--- config.mk ---
export PLATFORM = sky130hd
export DESIGN_NAME = magnetometer_field_strength_monitor
export DESIGN_NICKNAME = d
export VERILOG_FILES = /design/src/mfsm_pkg.sv /design/src/mfsm_ctrl.sv /design/src/mfsm_dp.sv /design/src/magnetometer_field_strength_monitor.sv
export SDC_FILE = /design/constraint.sdc
export NUM_CORES = 2
export LEC_CHECK = 0
export BUFFER_PORTS_ARGS = -buffer_cell sky130_fd_sc_hd__buf_2
export CAP_MARGIN = 20
export CORE_UTILIZATION = 48
export CTS_CLUSTER_DIAMETER = 80
export DETAILED_ROUTE_END_ITERATION = 7
export GPL_ROUTABILITY_DRIVEN = 0
export PLACE_DENSITY = 0.69
export SYNTH_ARGS = -nofsm -noshare
export SYNTH_HDL_FRONTEND = slang
export SYNTH_SLANG_ARGS = --single-unit
--- constraint.sdc ---
create_clock -name clk -period 8.3 [get_ports clk]
set_input_delay 0 -clock clk [delete_from_list [all_inputs] [get_ports clk]]
set_output_delay 0 -clock clk [all_outputs]
set_load 0.05 [all_outputs]
--- src/mfsm_pkg.sv ---
// Shared types and constants of the magnetometer field strength monitor.
package mfsm_pkg;
	localparam int NumSensorsDefault = 4;
	localparam int SqSteps = 3;
	localparam int RootSteps = 13;
	localparam int DivSteps = 20;

	localparam logic [1:0] KIND_SHORT  = 2'd0;
	localparam logic [1:0] KIND_LONG   = 2'd1;
	localparam logic [1:0] KIND_SPREAD = 2'd2;

	localparam logic [2:0] REG_SHORT_WARN  = 3'd0;
	localparam logic [2:0] REG_SHORT_FAIL  = 3'd1;
	localparam logic [2:0] REG_LONG_WARN   = 3'd2;
	localparam logic [2:0] REG_LONG_FAIL   = 3'd3;
	localparam logic [2:0] REG_SPREAD_WARN = 3'd4;
	localparam logic [2:0] REG_SPREAD_FAIL = 3'd5;
	localparam logic [2:0] REG_MIN_US      = 3'd6;

	typedef struct packed {
		logic       load;
		logic       sq_step;
		logic       root_step;
		logic       upd_low;
		logic       upd_high;
		logic       eol_low;
		logic       eol_high;
		logic       div_init;
		logic       div_step;
		logic       spr_emit;
		logic       flush;
		logic [4:0] step;
		logic [3:0] idx;
	} cmd_t;

	typedef struct packed {
		logic in_eol;
		logic in_ok;
		logic out_free;
		logic seen;
	} stat_t;

	typedef struct packed {
		logic [1:0]  kind;
		logic [1:0]  sensor;
		logic        verdict;
		logic [12:0] ext;
		logic [12:0] lng;
		logic [47:0] t0;
		logic [47:0] t1;
		logic [15:0] pct;
	} res_t;
endpackage

--- src/mfsm_ctrl.sv ---
// Sequencer of the magnetometer field strength monitor.
module mfsm_ctrl #(
	parameter int NUM_SENSORS = mfsm_pkg::NumSensorsDefault
) (
	input  logic            clk,
	input  logic            arst_n,
	input  logic            in_fire,
	input  mfsm_pkg::stat_t stat,
	output logic            in_ready,
	output mfsm_pkg::cmd_t  cmd
);
	typedef enum logic [3:0] {
		IDLE, SQ, ROOT, ULOW, UHIGH, ELOW, EHIGH, ECHK, EDIV, EEMIT, FLUSH
	} state_t;

	localparam logic [3:0] LastIdx = 4'(NUM_SENSORS - 1);

	state_t     state_q;
	logic [4:0] step_q;
	logic [3:0] idx_q;
	logic       idx_end;

	assign idx_end  = (idx_q == LastIdx);
	assign in_ready = (state_q == IDLE);

	always_comb begin
		cmd = '0;
		cmd.step = step_q;
		cmd.idx = idx_q;
		unique case (state_q)
			IDLE:  cmd.load = in_fire;
			SQ:    cmd.sq_step = 1'b1;
			ROOT:  cmd.root_step = 1'b1;
			ULOW:  cmd.upd_low = stat.out_free;
			UHIGH: cmd.upd_high = stat.out_free;
			ELOW:  cmd.eol_low = stat.out_free;
			EHIGH: cmd.eol_high = stat.out_free;
			ECHK:  cmd.div_init = stat.seen;
			EDIV:  cmd.div_step = 1'b1;
			EEMIT: cmd.spr_emit = stat.out_free;
			FLUSH: cmd.flush = stat.out_free;
			default: ;
		endcase
	end

	always_ff @(posedge clk or negedge arst_n) begin
		if (!arst_n) begin
			state_q <= IDLE;
			step_q <= '0;
			idx_q <= '0;
		end else begin
			unique case (state_q)
				IDLE: begin
					step_q <= '0;
					idx_q <= '0;
					if (in_fire) begin
						if (stat.in_eol) state_q <= ELOW;
						else if (stat.in_ok) state_q <= SQ;
					end
				end
				SQ: begin
					step_q <= step_q + 5'd1;
					if (step_q == 5'(mfsm_pkg::SqSteps - 1)) begin
						step_q <= '0;
						state_q <= ROOT;
					end
				end
				ROOT: begin
					step_q <= step_q + 5'd1;
					if (step_q == 5'(mfsm_pkg::RootSteps - 1)) begin
						step_q <= '0;
						state_q <= ULOW;
					end
				end
				ULOW:  if (stat.out_free) state_q <= UHIGH;
				UHIGH: if (stat.out_free) state_q <= FLUSH;
				ELOW: if (stat.out_free) begin
					idx_q <= idx_end ? 4'd0 : idx_q + 4'd1;
					if (idx_end) state_q <= EHIGH;
				end
				EHIGH: if (stat.out_free) begin
					idx_q <= idx_end ? 4'd0 : idx_q + 4'd1;
					if (idx_end) state_q <= ECHK;
				end
				ECHK: begin
					step_q <= '0;
					if (stat.seen) state_q <= EDIV;
					else if (idx_end) state_q <= FLUSH;
					else idx_q <= idx_q + 4'd1;
				end
				EDIV: begin
					step_q <= step_q + 5'd1;
					if (step_q == 5'(mfsm_pkg::DivSteps - 1)) state_q <= EEMIT;
				end
				EEMIT: if (stat.out_free) begin
					if (idx_end) state_q <= FLUSH;
					else begin
						idx_q <= idx_q + 4'd1;
						state_q <= ECHK;
					end
				end
				FLUSH: if (stat.out_free) state_q <= IDLE;
				default: state_q <= IDLE;
			endcase
		end
	end
endmodule

--- src/mfsm_dp.sv ---
// Datapath: sensor state, square root, percent divider and result registers.
module mfsm_dp #(
	parameter int NUM_SENSORS = mfsm_pkg::NumSensorsDefault
) (
	input  logic            clk,
	input  logic            arst_n,
	input  mfsm_pkg::cmd_t  cmd,
	output mfsm_pkg::stat_t stat,
	input  logic            cfg_we,
	input  logic [2:0]      cfg_index,
	input  logic [31:0]     cfg_data,
	input  logic [95:0]     s_tdata,
	input  logic [1:0]      s_tuser,
	output logic            m_tvalid,
	input  logic            m_tready,
	output logic [143:0]    m_tdata,
	output logic [1:0]      m_tuser,
	output logic            m_tlast
);
	localparam int SW = (NUM_SENSORS > 1) ? $clog2(NUM_SENSORS) : 1;

	logic [12:0] short_warn_q, short_fail_q, long_warn_q, long_fail_q;
	logic [15:0] spread_warn_q, spread_fail_q;
	logic [31:0] min_us_q;

	logic        cmd_q;
	logic [1:0]  sens_q;
	logic [47:0] time_q;
	logic signed [12:0] x_q, y_q, z_q;
	logic [25:0] acc_q;
	logic [25:0] root_q;
	logic [12:0] len;

	logic [NUM_SENSORS-1:0] low_open_q, high_open_q, seen_q;
	logic [47:0] low_start_q  [NUM_SENSORS];
	logic [12:0] low_ext_q    [NUM_SENSORS];
	logic [47:0] high_start_q [NUM_SENSORS];
	logic [12:0] high_ext_q   [NUM_SENSORS];
	logic [12:0] short_q      [NUM_SENSORS];
	logic [12:0] long_q       [NUM_SENSORS];

	logic [19:0] num_q, quo_q;
	logic [13:0] rem_q;

	mfsm_pkg::res_t pend_q, out_q, gen;
	logic pend_v_q, out_v_q, last_q, gen_v;

	logic [SW-1:0] sel;
	logic [47:0]   dur_low, dur_high;
	logic          keep_low, keep_high;
	logic signed [12:0] comp;
	logic [25:0]   sq, bitv, trial;
	logic [13:0]   r2;
	logic [12:0]   sh, lg, diff;
	logic [15:0]   pct;
	logic          out_free;

	assign sel = cmd_q ? SW'(cmd.idx) : SW'(sens_q);
	assign len = root_q[12:0];
	assign out_free = !out_v_q || m_tready;
	assign sh = short_q[sel];
	assign lg = long_q[sel];
	assign diff = (lg >= sh) ? lg - sh : 13'd0;
	assign pct = (quo_q > 20'hFFFF) ? 16'hFFFF : quo_q[15:0];

	assign stat.in_eol = s_tuser[0];
	assign stat.in_ok = s_tuser[1] && (32'(s_tdata[1:0]) < NUM_SENSORS);
	assign stat.out_free = out_free;
	assign stat.seen = seen_q[sel];

	assign dur_low = time_q - low_start_q[sel];
	assign dur_high = time_q - high_start_q[sel];
	assign keep_low = dur_low >= {16'd0, min_us_q};
	assign keep_high = dur_high >= {16'd0, min_us_q};

	always_comb begin
		unique case (cmd.step[1:0])
			2'd0: comp = x_q;
			2'd1: comp = y_q;
			default: comp = z_q;
		endcase
	end
	assign sq = 26'(comp * comp);
	assign bitv = 26'd1 << (5'd24 - {cmd.step[3:0], 1'b0});
	assign trial = root_q + bitv;
	assign r2 = {rem_q[12:0], num_q[19]};

	always_comb begin
		gen_v = 1'b0;
		gen = '0;
		gen.sensor = 2'(sel);
		gen.t1 = time_q;
		if ((cmd.upd_low && low_open_q[sel] && len > short_warn_q) ||
			(cmd.eol_low && low_open_q[sel])) begin
			gen_v = keep_low;
			gen.kind = mfsm_pkg::KIND_SHORT;
			gen.verdict = low_ext_q[sel] < short_fail_q;
			gen.ext = low_ext_q[sel];
			gen.t0 = low_start_q[sel];
		end else if ((cmd.upd_high && high_open_q[sel] && len < long_warn_q) ||
			(cmd.eol_high && high_open_q[sel])) begin
			gen_v = keep_high;
			gen.kind = mfsm_pkg::KIND_LONG;
			gen.verdict = high_ext_q[sel] >= long_fail_q;
			gen.ext = high_ext_q[sel];
			gen.t0 = high_start_q[sel];
		end else if (cmd.spr_emit) begin
			gen.kind = mfsm_pkg::KIND_SPREAD;
			gen.ext = sh;
			gen.lng = lg;
			gen.t1 = '0;
			if (sh == 13'd0) begin
				gen_v = 1'b1;
				gen.verdict = 1'b1;
				gen.pct = 16'hFFFF;
			end else begin
				gen_v = pct >= spread_warn_q;
				gen.verdict = pct >= spread_fail_q;
				gen.pct = pct;
			end
		end
	end

	always_ff @(posedge clk or negedge arst_n) begin
		if (!arst_n) begin
			short_warn_q <= 13'd120;
			short_fail_q <= 13'd100;
			long_warn_q <= 13'd550;
			long_fail_q <= 13'd600;
			spread_warn_q <= 16'd25;
			spread_fail_q <= 16'd35;
			min_us_q <= 32'd250000;
			low_open_q <= '0;
			high_open_q <= '0;
			seen_q <= '0;
			pend_q <= '0;
			out_q <= '0;
			last_q <= 1'b0;
			pend_v_q <= 1'b0;
			out_v_q <= 1'b0;
		end else begin
			if (cfg_we) begin
				unique case (cfg_index)
					mfsm_pkg::REG_SHORT_WARN:  short_warn_q <= cfg_data[12:0];
					mfsm_pkg::REG_SHORT_FAIL:  short_fail_q <= cfg_data[12:0];
					mfsm_pkg::REG_LONG_WARN:   long_warn_q <= cfg_data[12:0];
					mfsm_pkg::REG_LONG_FAIL:   long_fail_q <= cfg_data[12:0];
					mfsm_pkg::REG_SPREAD_WARN: spread_warn_q <= cfg_data[15:0];
					mfsm_pkg::REG_SPREAD_FAIL: spread_fail_q <= cfg_data[15:0];
					mfsm_pkg::REG_MIN_US:      min_us_q <= cfg_data;
					default: ;
				endcase
			end
			if (m_tready) out_v_q <= 1'b0;
			if (gen_v) begin
				pend_q <= gen;
				pend_v_q <= 1'b1;
				if (pend_v_q) begin
					out_q <= pend_q;
					last_q <= 1'b0;
					out_v_q <= 1'b1;
				end
			end
			if (cmd.flush && pend_v_q) begin
				out_q <= pend_q;
				last_q <= 1'b1;
				out_v_q <= 1'b1;
				pend_v_q <= 1'b0;
			end
			if (cmd.upd_low) begin
				seen_q[sel] <= 1'b1;
				if (!low_open_q[sel]) begin
					if (len <= short_warn_q) low_open_q[sel] <= 1'b1;
				end else if (len > short_warn_q) low_open_q[sel] <= 1'b0;
			end
			if (cmd.upd_high) begin
				if (!high_open_q[sel]) begin
					if (len >= long_warn_q) high_open_q[sel] <= 1'b1;
				end else if (len < long_warn_q) high_open_q[sel] <= 1'b0;
			end
			if (cmd.eol_low) low_open_q[sel] <= 1'b0;
			if (cmd.eol_high) high_open_q[sel] <= 1'b0;
		end
	end

	always_ff @(posedge clk) begin
		if (cmd.load) begin
			cmd_q <= s_tuser[0];
			sens_q <= s_tdata[1:0];
			time_q <= s_tdata[49:2];
			x_q <= s_tdata[62:50];
			y_q <= s_tdata[75:63];
			z_q <= s_tdata[88:76];
			acc_q <= '0;
			root_q <= '0;
		end
		if (cmd.sq_step) acc_q <= acc_q + sq;
		if (cmd.root_step) begin
			if (acc_q >= trial) begin
				acc_q <= acc_q - trial;
				root_q <= (root_q >> 1) + bitv;
			end else begin
				root_q <= root_q >> 1;
			end
		end
		if (cmd.upd_low) begin
			if (!seen_q[sel]) begin
				short_q[sel] <= len;
				long_q[sel] <= len;
			end else begin
				if (len > long_q[sel]) long_q[sel] <= len;
				if (len < short_q[sel]) short_q[sel] <= len;
			end
			if (!low_open_q[sel]) begin
				if (len <= short_warn_q) begin
					low_start_q[sel] <= time_q;
					low_ext_q[sel] <= len;
				end
			end else if (len <= short_warn_q && len < low_ext_q[sel]) begin
				low_ext_q[sel] <= len;
			end
		end
		if (cmd.upd_high) begin
			if (!high_open_q[sel]) begin
				if (len >= long_warn_q) begin
					high_start_q[sel] <= time_q;
					high_ext_q[sel] <= len;
				end
			end else if (len >= long_warn_q && len > high_ext_q[sel]) begin
				high_ext_q[sel] <= len;
			end
		end
		if (cmd.div_init) begin
			num_q <= 20'(diff * 7'd100);
			rem_q <= '0;
			quo_q <= '0;
		end
		if (cmd.div_step) begin
			num_q <= num_q << 1;
			if (r2 >= {1'b0, sh}) begin
				rem_q <= r2 - {1'b0, sh};
				quo_q <= {quo_q[18:0], 1'b1};
			end else begin
				rem_q <= r2;
				quo_q <= {quo_q[18:0], 1'b0};
			end
		end
	end

	assign m_tvalid = out_v_q;
	assign m_tlast = last_q;
	assign m_tuser = out_q.kind;
	assign m_tdata = {3'd0, out_q.pct, out_q.t1, out_q.t0, out_q.lng, out_q.ext,
		out_q.verdict, out_q.sensor};
endmodule

--- src/magnetometer_field_strength_monitor.sv ---
// Top level of the magnetometer field strength monitor.
// Input words on s_*: a field sample or an end-of-log marker. Each valid
// sample gets its field length by an iterative square root and may open or
// close a short or long incident. End of log closes all open incidents and
// checks each seen sensor's spread in percent by an iterative divider.
// Results leave on m_* with tlast on the final result of an input word.
// Configuration registers are written through cfg_we/cfg_index/cfg_data;
// the user must do so only while the block is idle; the block itself
// does not enforce it. One word is taken at a time. A sample passes
// through accept, 3 squaring steps, 13 root steps, two update steps and
// a flush; an end-of-log word closes each sensor's incidents, runs the
// one-bit-per-cycle divider per seen sensor and flushes.
// Results pass through a one-deep pending register and the output
// register; a stalled receiver holds the sequencer until the output frees.
// Reset clears all incidents, seen flags and outputs and restores the
// default thresholds.
module magnetometer_field_strength_monitor #(
	parameter int NUM_SENSORS = mfsm_pkg::NumSensorsDefault
) (
	input  logic         clk,
	input  logic         arst_n,
	input  logic         cfg_we,
	input  logic [2:0]   cfg_index,
	input  logic [31:0]  cfg_data,
	input  logic         s_tvalid,
	output logic         s_tready,
	input  logic [95:0]  s_tdata,  // sensor_index, time_us, field_x, field_y, field_z
	input  logic [1:0]   s_tuser,  // cmd, field_valid
	output logic         m_tvalid,
	input  logic         m_tready,
	output logic [143:0] m_tdata,  // report_sensor, verdict, extreme_length,
	                               // longest_length, start_time, stop_time, spread_percent
	output logic [1:0]   m_tuser,  // report_kind
	output logic         m_tlast
);
	mfsm_pkg::cmd_t  cmd;
	mfsm_pkg::stat_t stat;
	logic in_fire;

	assign in_fire = s_tvalid && s_tready;

	mfsm_ctrl #(.NUM_SENSORS(NUM_SENSORS)) u_ctrl (
		.clk, .arst_n, .in_fire, .stat, .in_ready(s_tready), .cmd
	);

	mfsm_dp #(.NUM_SENSORS(NUM_SENSORS)) u_dp (
		.clk, .arst_n, .cmd, .stat, .cfg_we, .cfg_index, .cfg_data,
		.s_tdata, .s_tuser, .m_tvalid, .m_tready, .m_tdata, .m_tuser, .m_tlast
	);

	a_one_word: assert property (@(posedge clk) disable iff (!arst_n)
		in_fire && (s_tuser[0] || stat.in_ok) |=> !s_tready)
		else $error("word accepted while busy");
	a_spread_times: assert property (@(posedge clk) disable iff (!arst_n)
		m_tvalid && m_tuser == mfsm_pkg::KIND_SPREAD |-> m_tdata[124:29] == '0)
		else $error("spread report carries times");
	a_incident_pct: assert property (@(posedge clk) disable iff (!arst_n)
		m_tvalid && m_tuser != mfsm_pkg::KIND_SPREAD |-> m_tdata[140:125] == '0)
		else $error("incident report carries percent");
endmodule
# ---- After elaboration in Yosys (flattened, before gate mapping)
# Memories as Yosys holds them, arrays and structs flattened.
# Index checks and enable logic that the tools add are counted.
# W data, S select, Z words.
dict set report classes {
  shift 1
  n_mux 137
  n_reduce_logical 37
  n_eq_ne 37
  n_mul 2
  n_addsub 11
  bitwise_logic 12
  order_cmp 20
}
# cell count
set op_table {}
lappend op_table {{$mux W143} 3}
lappend op_table {{$mux W64} 3}
lappend op_table {{$mux W26} 7}
lappend op_table {{$mux W13} 10}
lappend op_table {{$mux W4} 32}
lappend op_table {{$ge A48 B32 Y1} 2}
lappend op_table {{$mux W48} 2}
lappend op_table {{$sub A48 B48 Y48} 2}
lappend op_table {{$mux W20} 4}
lappend op_table {{$mux W1} 57}
lappend op_table {{$add A26 B26 Y26} 2}
lappend op_table {{$lt A13 B13 Y1} 4}
lappend op_table {{$pmux W4 S11} 1}
lappend op_table {{$ge A13 B13 Y1} 3}
lappend op_table {{$gt A13 B13 Y1} 3}
lappend op_table {{$ge A16 B16 Y1} 2}
lappend op_table {{$mux W16} 2}
lappend op_table {{$mux W14} 2}
lappend op_table {{$mux W27} 1}
lappend op_table {{$add A25 B26 Y26} 1}
lappend op_table {{$ge A26 B26 Y1} 1}
lappend op_table {{$mul A13 B13 Y26} 1}
lappend op_table {{$ne A2 B1 Y1 const B} 13}
lappend op_table {{$pmux W13 S2} 1}
lappend op_table {{48 further kinds} 98}
dict set report totals {
  n_memories 6
  output_inout_bits 149
  ram_bits 592
  in_bits 138
  word_cells 307
  register_bits 623
}
# name depth word_bits read_ports rd_ports_with_merged_regs wr line_no
set memory_table {}
lappend memory_table {u_dp.high_start_q 4 48 1 0 1 mfsm_dp.sv:37} ;# logic [47:0] high_start_q [NUM_SENSORS];
lappend memory_table {u_dp.low_start_q 4 48 1 0 1 mfsm_dp.sv:35} ;# logic [47:0] low_start_q [NUM_SENSORS];
lappend memory_table {u_dp.high_ext_q 4 13 1 0 1 mfsm_dp.sv:38} ;# logic [12:0] high_ext_q [NUM_SENSORS];
lappend memory_table {u_dp.long_q 4 13 1 0 1 mfsm_dp.sv:40} ;# logic [12:0] long_q [NUM_SENSORS];
lappend memory_table {u_dp.low_ext_q 4 13 1 0 1 mfsm_dp.sv:36} ;# logic [12:0] low_ext_q [NUM_SENSORS];
lappend memory_table {u_dp.short_q 4 13 1 0 1 mfsm_dp.sv:39} ;# logic [12:0] short_q [NUM_SENSORS];

# ---- Logic depth before layout (Yosys ltp)
dict set report logic_depth {
  depth_word 12
  ltp_mapped 38
}

# ---- Hierarchy
# From an unflattened synthesis, not the netlist that was laid out.
dict set report hier_totals {
  cells_unflattened 6018
  hier_area_um2 68685.9
}
# mod instances seq_area_each_um2 cells_each area_each_um2
set modules_own_cells {}
lappend modules_own_cells {mfsm_dp 1 33782.4 5884 67533.5}
lappend modules_own_cells {mfsm_ctrl 1 325.3 133 1146.1}
lappend modules_own_cells {magnetometer_field_strength_monitor 1 0.0 1 6.3}

# ---- Worst setup path after synthesis
# Ideal clock, no wire load.
dict set report synth_path {
  path_kind {register -> register}
  from {reg u_dp.cmd_q}
  to {reg u_dp.num_q[18] (data pin)}
  stages_incl_launch_ff 38
  slack_ns -0.445
  arrival_time_ns 8.479
  t_required_ns 8.033
  n_path_buf 4
  path_cell_list {edfxtp_1 > mux2_2 > buf_2 > clkbuf_1 > buf_1 > buf_1 > mux4_2 > ha_1 > nor2b_1 > o21ai_0 > a21boi_0 > o21ai_0 > nand2b_1 > a21oi_1 > o21bai_1 > a21o_1 > nand2_1 > a21oi_1 > (+2 left out) > ha_1 > ha_1 > inv_1 > fa_1 > inv_1 > ha_1 > a21o_1 > a21oi_1 > o21bai_1 > a21oi_1 > nor2b_1 > o21a_1 > o21ai_0 > nand2b_1 > a21oi_1 > o21ai_0 > xnor2_1 > o21ai_0}
}
dict set report synth_via {
  elab_chain_len 7
}
# item line_no
set synth_lines {}
lappend synth_lines {{start: declaration} mfsm_dp.sv:26} ;# logic cmd_q;
lappend synth_lines {{start signal: assignment} mfsm_dp.sv:188} ;# cmd_q <= s_tuser[0];
lappend synth_lines {{$mux W2 (*)} mfsm_dp.sv:58} ;# assign sel = cmd_q ? SW'(cmd.idx) : SW'(sens_q);
lappend synth_lines {{$mem_v2 Z4 W13, on equally long branches} -}
lappend synth_lines {{$sub A13 B13 Y13 / $ge A13 B13 Y1 (equally long branches)} mfsm_dp.sv:63} ;# assign diff = (lg >= sh) ? lg - sh : 13'd0;
lappend synth_lines {{$mux W13 (*)} mfsm_dp.sv:63}
lappend synth_lines {{$mul A13 B5 Y18 (*)} mfsm_dp.sv:234} ;# num_q <= 20'(diff * 7'd100);
lappend synth_lines {{$mux W20 (*)} mfsm_dp.sv:233} ;# if (cmd.div_init) begin
lappend synth_lines {{$mux W20 (*)} mfsm_dp.sv:238} ;# if (cmd.div_step) begin
lappend synth_lines {{end signal: assignment} mfsm_dp.sv:234}
lappend synth_lines {{end signal: assignment} mfsm_dp.sv:239} ;# num_q <= num_q << 1;
lappend synth_lines {{end: declaration} mfsm_dp.sv:42} ;# logic [19:0] num_q, quo_q;
# Every way passes the cells marked *; elsewhere a longest branch is shown, timed or not. The select of a mux whose other input is x is not followed.
# A chain may end at the register's enable or synchronous reset.

# ---- Worst setup path in the final report
dict set report layout_path {
  from {reg u_dp.cmd_q}
  to {reg u_dp.pend_q[84] (netlist name)}
}
dict set report layout_via {
  elab_chain_len 8
}
# item line_no
set layout_lines {}
lappend layout_lines {{$mux W2 (*)} mfsm_dp.sv:58}
lappend layout_lines {{branches (longest 7 deep; another with $mem_v2 Z4 W48)} -}
lappend layout_lines {{end signal: assignment} mfsm_dp.sv:156} ;# pend_q <= gen;
lappend layout_lines {{end: declaration} mfsm_dp.sv:45} ;# mfsm_pkg::res_t pend_q, out_q, gen;
# Mark *: on every way between the ends. The select of a mux whose other input is x is not followed.

==> results.yml <==
setup_path:
  worstPathRequired_ns: 8.94
  arrival_ns: 8.65
  crit_path_end_kind: "flop"
  worst-path-buf-inv: 4
  critPathMostFrequentCell: "buf_4"
  startpoint_type: "flop"
  cp.depth: 27
  reg2reg_depth: 27
  crit_slowest_cell: "o311ai_0"
  path_class: "flop to flop"
  crit_family: "compound AO/OA/AOI/OAI gates"
  critPathMaxFanout: 22
  critPathMaxStageDelay_ns: 0.57
global_routing:
  grt_pass1_vias: 48100
  grt_pass1_wl_mm: 284
  antenna_found_initial: 9
  grt_max_degree: 106
  grt-ovfl-total: 0
  grtUsageTotal_pct: 25.3
timing:
  setup_viol_count_final: 0
  hold_ws_ns: 0.0823
  fmax_mhz: 125
  slew_headroom_pct: 23.3
  fin_worst_skew_ns: 0.0590
  tightest_slew_ns: 1.15
  maxSlewViolCount: 0
  hold_viol_final: 0
  worst_slack_ns: 0.283
  timing.final.crit_share_pct: 96.6
  period_needed_ns: 8.02
placement:
  pre_cts_ws_ns: 0.268
  port_buffers: 276
  placed_area_sq_um: 73200
  hpwl_mm: 128
logic_synthesis:
  synth_top_area_share_pct: 33.1
  yosys.area.top_type: "edfxtp_1"
  synth_edf_count: 759
  syn_inst: 5792
  yosys_warnings: 0
  synth_seq_cells: 1215
  synth-main-ff-cell: "edfxtp_1"
  ys_async_sr_fraction_pct: 35.4
  synth_area_leaders: "edfxtp_1 (33%), dfrtp_1 (15%), ha_1 (9.3%)"
  ys_types: 86
  ys_seq_area_share_pct: 49.5
  synth_most_common_cell: "edfxtp_1"
  avgSynthCellArea_sq_um: 11.9
  synthesis.area_sq_um: 68900
  synthTopCellsByCount: "edfxtp_1 (759), inv_1 (668), ha_1 (510)"
route:
  via_per_inst: 5.74
  wl_met2_mm: 86.1
  routed_wl_mm: 186
  drc: 0
  drtPass1Iterations: 6
  first_iter_violations: 4431
  top_layer: "met5"
  routedWlPerCell_microns: 22.1
  wl_met1_mm: 80.1
  met3WireLength_mm: 14.0
  postRouteAntennaNets: 0
  vias: 48300
die:
  placementRows: 138
  fp.dieH_microns: 381
  chipWidth_microns: 381
  core_area_sq_um: 142000
  ios: 287
  die-area_sq_um: 145000
  start_util_pct: 48.6
cts:
  cts_buffer_depth: 3
  cts_tree: "built"
  cts.root.buffer_cell: "clkbuf_16"
  cts.htree.levels: 4
  numClockSinks: 1215
  clkLatencyLatePin_ns: 0.81
  clkTransAtPathRegs_ns: 0.06
  numCtsBuffers: 135
finish:
  multi_input_area_sq_um: 31700
  final_core_util_pct: 56.7
  drive_above_1_share_pct: 16.2
  areaGrowthSynthToFinish_pct: 16.8
  nets: 7241
  seq_area_sq_um: 34100
  fillerInstances: 11600
  fin_area_sq_um: 80500
worst_hold_path:
  min_path_type: "primary input to flop"
  hold_depth: 3
run_status:
  status: "finished, final reports clean"
flow_run:
  drv_cap: 0
[state kept, by name, summed over array words and instances, names as in the netlist, 16 cells and up, named ones only]
register and count:
u_dp.high_start_q 192, u_dp.low_start_q 192, u_dp.pend_q 143, u_dp.m_tdata 141
u_dp.high_ext_q 52, u_dp.long_q 52, u_dp.low_ext_q 52, u_dp.short_q 52
u_dp.time_q 48, u_dp.min_us_q 32, u_dp.acc_q 26, u_dp.root_q 26
u_dp.quo_q 20, u_dp.num_q 18, u_dp.spread_fail_q 16, u_dp.spread_warn_q 16
[placed cells by master (no fill, tap or decap), types with 184 or more instances in the layout]
cell and instances:
ha_1 509, buf_2 275, nor2_1 292, dlygate4sd3_1 250, a21oi_1 282, edfxtp_1 759
inv_1 667, fa_1 184, nand2_1 467, o21ai_0 219, dfrtp_1 400
[final timing paths]
path	startpoint	end	slack, ns
worst max-delay path	u_dp.cmd_q	u_dp.pend_q[84]	0.28
min in group asynchronous	arst_n	u_dp.min_us_q[17]	0.33
worst max register to register	u_dp.cmd_q	u_dp.pend_q[84]	0.28
worst min register to register	u_dp.seen_q[1]	u_dp.seen_q[1]	0.47
worst min-delay path	cfg_data[13]	u_dp.spread_fail_q[13]	0.08
max in group asynchronous	arst_n	u_dp.min_us_q[14]	6.50
[per-stage QoR]
stage / setup TNS [ns] / std cells
floorplan: 0 / 5794
global placement: 0 / 7896
detailed placement: 0 / 7899
CTS: 0 / 8401
global route: -0.0258 / 8415
finish: 0 / 8417
[worst min-delay path, cell delays in order]
cell	delay, ns
dlygate4sd3_1	0.54
buf_2	0.14
mux2_2	0.14
[layer usage]
| metal | track usage [%] | up-vias |
|---|---|---|
| li1 | - | 22100 |
| met1 | 35.2 | 24100 |
| met2 | 40.7 | 1805 |
| met3 | 4.13 | 343 |
| met4 | 7.98 | 4 |
| met5 | 0 | - |
[layout make-up]
type / count / share of cell area [%]
clock inverter: 72 / 0.919
multi-input combinational: 3702 / 39.4
timing repair buffer: 682 / 6.55
sequential: 1215 / 42.4
inverter: 673 / 3.14
antenna: 4 / 0.0124
tap: 1890 / 2.94
clock buffer: 179 / 4.62
[cell families after synthesis]
group	after synthesis	synth area share [%]
adders and majority gates	695	14.6
AOI/OAI and AO/OA	1115	10.7
muxes	441	9.34
xor gates and xnor gates	216	2.74
buffers and inverters	879	4.93
DFF	1215	49.5
and+or+nand+nor	1230	8.21
other	1	0.00544
[what timing repair did]
action                     4_1_cts  5_1_grt
hold endpoints to repair       350        0
hold buffers                   251        0
gates resized for setup          0       25
setup endpoints to repair        0      190
setup buffers                    0        7
Power is left out: the tool's default activity adds up to more than one toggle a clock period on the data nets, which glitch-free logic cannot reach.
